File: src/design/avp_pkg.sv
// ----------------------------------------------------------------------------
// avp_pkg: shared types, codes and fp16 helpers
// Controller/datapath command and status records, register indexes and the
// fp16 rounding and addition functions used by the pooling datapath.
// ----------------------------------------------------------------------------
package avp_pkg;

  localparam logic [2:0] CFG_IN_HEIGHT     = 3'd0;
  localparam logic [2:0] CFG_IN_WIDTH      = 3'd1;
  localparam logic [2:0] CFG_OUT_HEIGHT    = 3'd2;
  localparam logic [2:0] CFG_OUT_WIDTH     = 3'd3;
  localparam logic [2:0] CFG_KERNEL_HEIGHT = 3'd4;
  localparam logic [2:0] CFG_KERNEL_WIDTH  = 3'd5;
  localparam logic [2:0] CFG_STRIDE_HEIGHT = 3'd6;
  localparam logic [2:0] CFG_STRIDE_WIDTH  = 3'd7;

  localparam logic [6:0] OUT_MAX    = 7'd64;
  localparam logic [4:0] STRIDE_MAX = 5'd16;
  localparam int         POS_W      = 12;
  localparam int         CNT_W      = 13;

  localparam logic [15:0] FP16_QNAN = 16'h7E00;
  localparam logic [14:0] FP16_INF  = 15'h7C00;

  typedef enum logic [2:0] {
    ST_IDLE,
    ST_WIN,
    ST_BASE,
    ST_SUM,
    ST_DRAIN,
    ST_DIV,
    ST_DIVW,
    ST_OUT
  } avp_state_t;

  typedef struct packed {
    logic load;
    logic req;
    logic win;
    logic base;
    logic issue;
    logic div_start;
    logic out_load;
  } avp_cmd_t;

  typedef struct packed {
    logic empty;
    logic last_issue;
    logic div_done;
    logic out_free;
  } avp_sts_t;

  // m: hidden bit at [13], guard at [2], sticky in [1:0]; e >= 1
  function automatic logic [15:0] fp16_round(input logic s, input logic [5:0] e,
                                             input logic [13:0] m);
    logic [10:0] mt;
    logic        inc;
    logic [15:0] sum;
    logic [15:0] res;
    mt  = m[13:3];
    inc = m[2] & ((|m[1:0]) | mt[0]);
    sum = {1'b0, 5'(e - 6'd1), 10'd0} + 16'(mt) + 16'(inc);
    if (sum >= 16'h7C00) begin
      res = {s, FP16_INF};
    end else begin
      res = {s, sum[14:0]};
    end
    return res;
  endfunction

  function automatic logic [15:0] fp16_add(input logic [15:0] a, input logic [15:0] b);
    logic        a_nan, b_nan, a_inf, b_inf, sub, stk;
    logic [15:0] big, sml, res;
    logic [4:0]  eb, es, d;
    logic [13:0] mb, ms, al, m;
    logic [14:0] s15;
    logic [5:0]  e, lim;
    logic [3:0]  lz;
    a_nan = (a[14:10] == 5'h1F) && (a[9:0] != 10'd0);
    b_nan = (b[14:10] == 5'h1F) && (b[9:0] != 10'd0);
    a_inf = (a[14:0] == FP16_INF);
    b_inf = (b[14:0] == FP16_INF);
    res = 16'd0;
    if (a_nan || b_nan) begin
      res = FP16_QNAN;
    end else if (a_inf && b_inf) begin
      res = (a[15] != b[15]) ? FP16_QNAN : a;
    end else if (a_inf) begin
      res = a;
    end else if (b_inf) begin
      res = b;
    end else begin
      if (a[14:0] >= b[14:0]) begin
        big = a;
        sml = b;
      end else begin
        big = b;
        sml = a;
      end
      eb = (big[14:10] == 5'd0) ? 5'd1 : big[14:10];
      es = (sml[14:10] == 5'd0) ? 5'd1 : sml[14:10];
      mb = {big[14:10] != 5'd0, big[9:0], 3'b000};
      ms = {sml[14:10] != 5'd0, sml[9:0], 3'b000};
      d  = eb - es;
      if (d >= 5'd14) begin
        al  = 14'd0;
        stk = |ms;
      end else begin
        al  = ms >> d;
        stk = |(ms & ~(14'h3FFF << d));
      end
      al[0] = al[0] | stk;
      sub = big[15] ^ sml[15];
      s15 = sub ? ({1'b0, mb} - {1'b0, al}) : ({1'b0, mb} + {1'b0, al});
      e = {1'b0, eb};
      if (s15 == 15'd0) begin
        res = {big[15] & sml[15], 15'd0};
      end else if (s15[14]) begin
        m   = {s15[14:2], s15[1] | s15[0]};
        res = fp16_round(big[15], e + 6'd1, m);
      end else begin
        m  = s15[13:0];
        lz = 4'd0;
        for (int i = 0; i < 14; i++) begin
          if (m[i]) lz = 4'(13 - i);
        end
        lim = e - 6'd1;
        if (6'(lz) < lim) begin
          m = m << lz;
          e = e - 6'(lz);
        end else begin
          m = m << lim;
          e = 6'd1;
        end
        res = fp16_round(big[15], e, m);
      end
    end
    return res;
  endfunction

endpackage

File: src/design/avp_ctrl.sv
// ----------------------------------------------------------------------------
// avp_ctrl: pooling sequencer
// Accepts loads and requests, then steps a request through window setup,
// pixel summation, division and result hand-off.
// ----------------------------------------------------------------------------
module avp_ctrl (
  input  logic              clk,
  input  logic              rst,
  input  logic              in_valid,
  input  logic              in_mode,
  output logic              in_ready,
  input  avp_pkg::avp_sts_t sts,
  output avp_pkg::avp_cmd_t cmd
);

  import avp_pkg::*;

  avp_state_t state, state_next;

  always_ff @(posedge clk) begin
    if (rst) begin
      state <= ST_IDLE;
    end else begin
      state <= state_next;
    end
  end

  always_comb begin
    state_next = state;
    cmd        = '0;
    in_ready   = 1'b0;
    case (state)
      ST_IDLE: begin
        in_ready = 1'b1;
        if (in_valid) begin
          if (in_mode) begin
            cmd.req    = 1'b1;
            state_next = ST_WIN;
          end else begin
            cmd.load = 1'b1;
          end
        end
      end
      ST_WIN: begin
        cmd.win    = 1'b1;
        state_next = ST_BASE;
      end
      ST_BASE: begin
        cmd.base   = 1'b1;
        state_next = sts.empty ? ST_OUT : ST_SUM;
      end
      ST_SUM: begin
        cmd.issue = 1'b1;
        if (sts.last_issue) state_next = ST_DRAIN;
      end
      ST_DRAIN: begin
        state_next = ST_DIV;
      end
      ST_DIV: begin
        cmd.div_start = 1'b1;
        state_next    = ST_DIVW;
      end
      ST_DIVW: begin
        if (sts.div_done) state_next = ST_OUT;
      end
      ST_OUT: begin
        if (sts.out_free) begin
          cmd.out_load = 1'b1;
          state_next   = ST_IDLE;
        end
      end
      default: begin
        state_next = ST_IDLE;
      end
    endcase
  end

endmodule

File: config.mk
export PLATFORM = sky130hd
export DESIGN_NAME = avp_ctrl
export DESIGN_NICKNAME = d
export VERILOG_FILES = /design/src/design/avp_pkg.sv /design/src/design/avp_ctrl.sv
export SDC_FILE = /design/constraint.sdc
export NUM_CORES = 1
export LEC_CHECK = 0
export ABC_AREA = 1
export BUFFER_PORTS_ARGS = -buffer_cell sky130_fd_sc_hd__buf_2
export CAP_MARGIN = 20
export CORE_AREA = 5 5 42 44
export CTS_BUF_LIST = sky130_fd_sc_hd__clkbuf_4
export CTS_CLUSTER_SIZE = 24
export DETAILED_ROUTE_END_ITERATION = 8
export DIE_AREA = 0 0 47 49
export HOLD_SLACK_MARGIN = 0.02
export PLACE_DENSITY = 0.52
export SETUP_SLACK_MARGIN = 0.15
export SYNTH_ARGS = -nofsm -noshare
export SYNTH_HDL_FRONTEND = slang
export SYNTH_SLANG_ARGS = --single-unit
File: constraint.sdc
create_clock -name clk -period 1.99 [get_ports clk]
set_input_delay 0.2985 -clock clk [delete_from_list [all_inputs] [get_ports clk]]
set_output_delay 0.2985 -clock clk [all_outputs]
set_load 0.005 [all_outputs]
==> Flow_metrics.wiki <==
{| class="wikitable"
! Metric !! Value
|-
| Result of the run || completed
|-
| Yosys top cell by area || dfxtp_1
|-
| CTS clk-pin slew, worst paths || 40 ps
|-
| Filler instances || 184
|-
| Ranking of synthesized cells by area || dfxtp_1, nor2_1, nand2_1
|-
| Clock root buffer || clkbuf_4
|-
| Number of distinct library cells after synthesis || 14
|-
| Power density over the cells || 1470 nW/um2
|-
| Vertical extent of the die || 49 um
|-
| Wire length of the first global-routing pass || 1.08 mm
|-
| Min-Delay Path Depth || 4
|-
| Final routed wire length divided by cell count || 7.96 um
|-
| Family with the most delay on the worst path || simple AND/OR/NAND/NOR gates
|-
| Worst max-slew margin expressed relative to the limit || 0.806
|-
| Slowest cell on crit path || dfxtp_1
|-
| Cell depth of the worst flop-to-flop path || 7
|-
| Setup-violating endpoint count in the final report || 0
|-
| Nets || 73
|-
| Leakage Power || 0.227 nW
|-
| Total global routing overflow || 0
|-
| HP Start || rst
|-
| Number of cells produced by synthesis || 46
|-
| Critical Path Sink Type || primary output
|-
| Via count of the first global-routing pass || 269
|-
| CTS tree || yes
|-
| Data arrival at the endpoint of the critical path || 1180 ps
|-
| Number of buffers added for setup after CTS || 0
|-
| Commonest non-fill, non-tap cells in the layout || buf_2, nor2_1, nand2_1, inv_1, clkbuf_4
|-
| Initial standard-cell utilization of the core || 0.188
|-
| Critical path type || reg2out
|-
| Count of cells resized by post-cts repair || 0
|-
| Largest register by flop count || state
|-
| Global placement routability congestion || 0.777
|-
| Netlist area before placement || 263 um2
|-
| Ratio of cells with drive above 1 in the final layout || 0.422
|-
| Count of final hold-check violations || 0
|-
| Maximum operating frequency || 675 MHz
|-
| Max Slew Vio Count || 0
|-
| Worst-margin pin slew || 291 ps
|-
| Sinks on the clock net || 3
|-
| Via density per instance || 3.98
|-
| Full die area || 2300 um2
|-
| Detailed placement HPWL || 536 um
|-
| Largest driver fanout on the critical path || 9
|-
| Total Neg Setup Slack || 0 ps
|-
| Skew final || 0.535 ps
|-
| Endpoint of the worst hold-timing path || state[0]
|-
| Number of register bits inferred by synthesis || 3
|-
| Worst EP required || 1690 ps
|-
| Type of the tightest min-delay check || in2reg
|-
| Vias after detailed routing || 318
|-
| Startpoint types || flop
|-
| VDD IR-drop max || 402 uV
|-
| Num ports || 16
|-
| Quantity of I/O buffers inserted on ports || 15
|-
| Warning count from the yosys run || 0
|-
| DRC violation total after the first TritonRoute iteration || 9
|-
| Sequential standard cell area || 60.1 um2
|-
| TritonCTS Buffers || 3
|-
| Worst setup startpoint || state[0]
|-
| Overall global routing resource usage || 0.0675
|-
| Worst hold margin || 330 ps
|-
| Proportion of synthesized chip area in sequential cells || 0.229
|-
| Number of diodes added for antenna fixing || 0
|-
| Maxcap violations || 0
|-
| Crit path time final || 1480 ps
|-
| DIE WIDTH || 47 um
|-
| Antenna violations before repair || 0
|-
| Number of iterations in the first detailed-routing pass || 3
|-
| Share of the cycle needed by the critical path after routing || 0.744
|-
| Core Footprint || 1400 um2
|-
| Placement Rows || 14
|-
| Clock latency at the later pin of the worst-skew pair || 230 ps
|-
| Setup repair after global routing missed its margin || false
|-
| Largest net degree at the start of global routing || 10
|-
| Yosys top cell area share || 0.229
|-
| Post-detailed-route count of antenna-violating nets || 0
|-
| Multi-input gate area || 161 um2
|-
| Count of buffering cells on the critical path with inverters included || 2
|-
| Registers with the most flip-flops || state (3)
|-
| DRC viols || 0
|-
| H-Tree Depth || 1
|-
| Slack of the worst reg-to-reg path || 840 ps
|-
| Most frequent standard cell in the layout excluding fill and tap cells || buf_2
|-
| Worst r2r src || state[0]
|-
| Wire length reported by the detailed router || 637 um
|-
| Series of cell instances along the critical path || nor2_1, nand2_1, inv_1, nand2_1, nor2_1, buf_2
|-
| Hold_buf cts || 0
|-
| Per-instance average area after synthesis || 5.71 um2
|-
| Nets in the synthesized netlist || 54
|-
| Critical Path Max Stage Delay || 380 ps
|-
| Buffer depth of the longest clock path || 2
|-
| FF-to-FF End || state[0]
|-
| Layout overhead on the synthesized area || 43.3%
|-
| Number of flip-flops in the largest register || 3
|}
[area by class of cell]
| cell class | count | area share |
|---|---|---|
| Clock buffer | 4 | 0.0797 |
| Inverter | 8 | 0.0797 |
| Multi-Input combinational cell | 34 | 0.429 |
| Sequential cell | 3 | 0.159 |
| Tap cell | 16 | 0.0532 |
| Timing Repair Buffer | 15 | 0.199 |
[logic make-up (layout without fill, tap and decap cells)]
| logic type | count (synthesis) | count (layout) | synth area share |
|---|---|---|---|
| AO/OA/AOI/OAI | 3 | 3 | 0.0667 |
| buffers and inverters | 9 | 27 | 0.157 |
| flip-flops | 3 | 3 | 0.229 |
| AND/OR/NAND/NOR | 31 | 31 | 0.548 |
[stage by stage]
step	util	setup slack [ps]	std cells	area, um2	power (mW)
2_1_floorplan	-	844	46	263	0.364
3_3_place_gp	0.247	750	76	347	0.441
3_5_place_dp	0.247	750	76	347	0.439
4_1_cts	0.269	482	80	377	0.569
5_1_grt	0.269	351	80	377	0.623
6_report	0.269	509	80	377	0.554
[power breakdown]
part | internal, mW | total (mW) | switching [mW]
sequential | 0.0899 | 0.144 | 0.0540
combinational | 0.120 | 0.289 | 0.169
clock | 0.0888 | 0.121 | 0.0321
[tightest hold or removal path, cell delays in order]
cell     delay, ps
buf_2           70
inv_1           50
nand2_1         60
nor2_1          30
[routing by layer]
layer | wire (um) | vias up | global-route usage
li1 | - | 177 | -
met4 | 0 | 0 | 0.0553
met1 | 273 | 135 | 0.0788
met2 | 308 | 6 | 0.0882
met3 | 55 | 0 | 0.0332
met5 | 0 | - | 0
[worst max-delay path by stage]
| stage | slack, ps | end | cells after the start |
|---|---|---|---|
| floorplan | 840 | cmd[6] | 6 |
| global placement | 750 | cmd[6] | 6 |
| detailed placement | 750 | cmd[6] | 6 |
| CTS | 480 | cmd[6] | 6 |
| global route | 350 | cmd[6] | 6 |
| finish | 510 | cmd[6] | 6 |
[cell usage after synthesis]
master,n
inv_1,7
a22oi_1,1
dfxtp_1,3
a21oi_1,2
nor2_2,3
buf_6,1
inv_2,1
nand4_1,1
nand3_1,2
nor2_1,11
nand3_2,1
nor3_1,1
nand2_2,3
nand2_1,9
(Power assumes the default switching activity.)
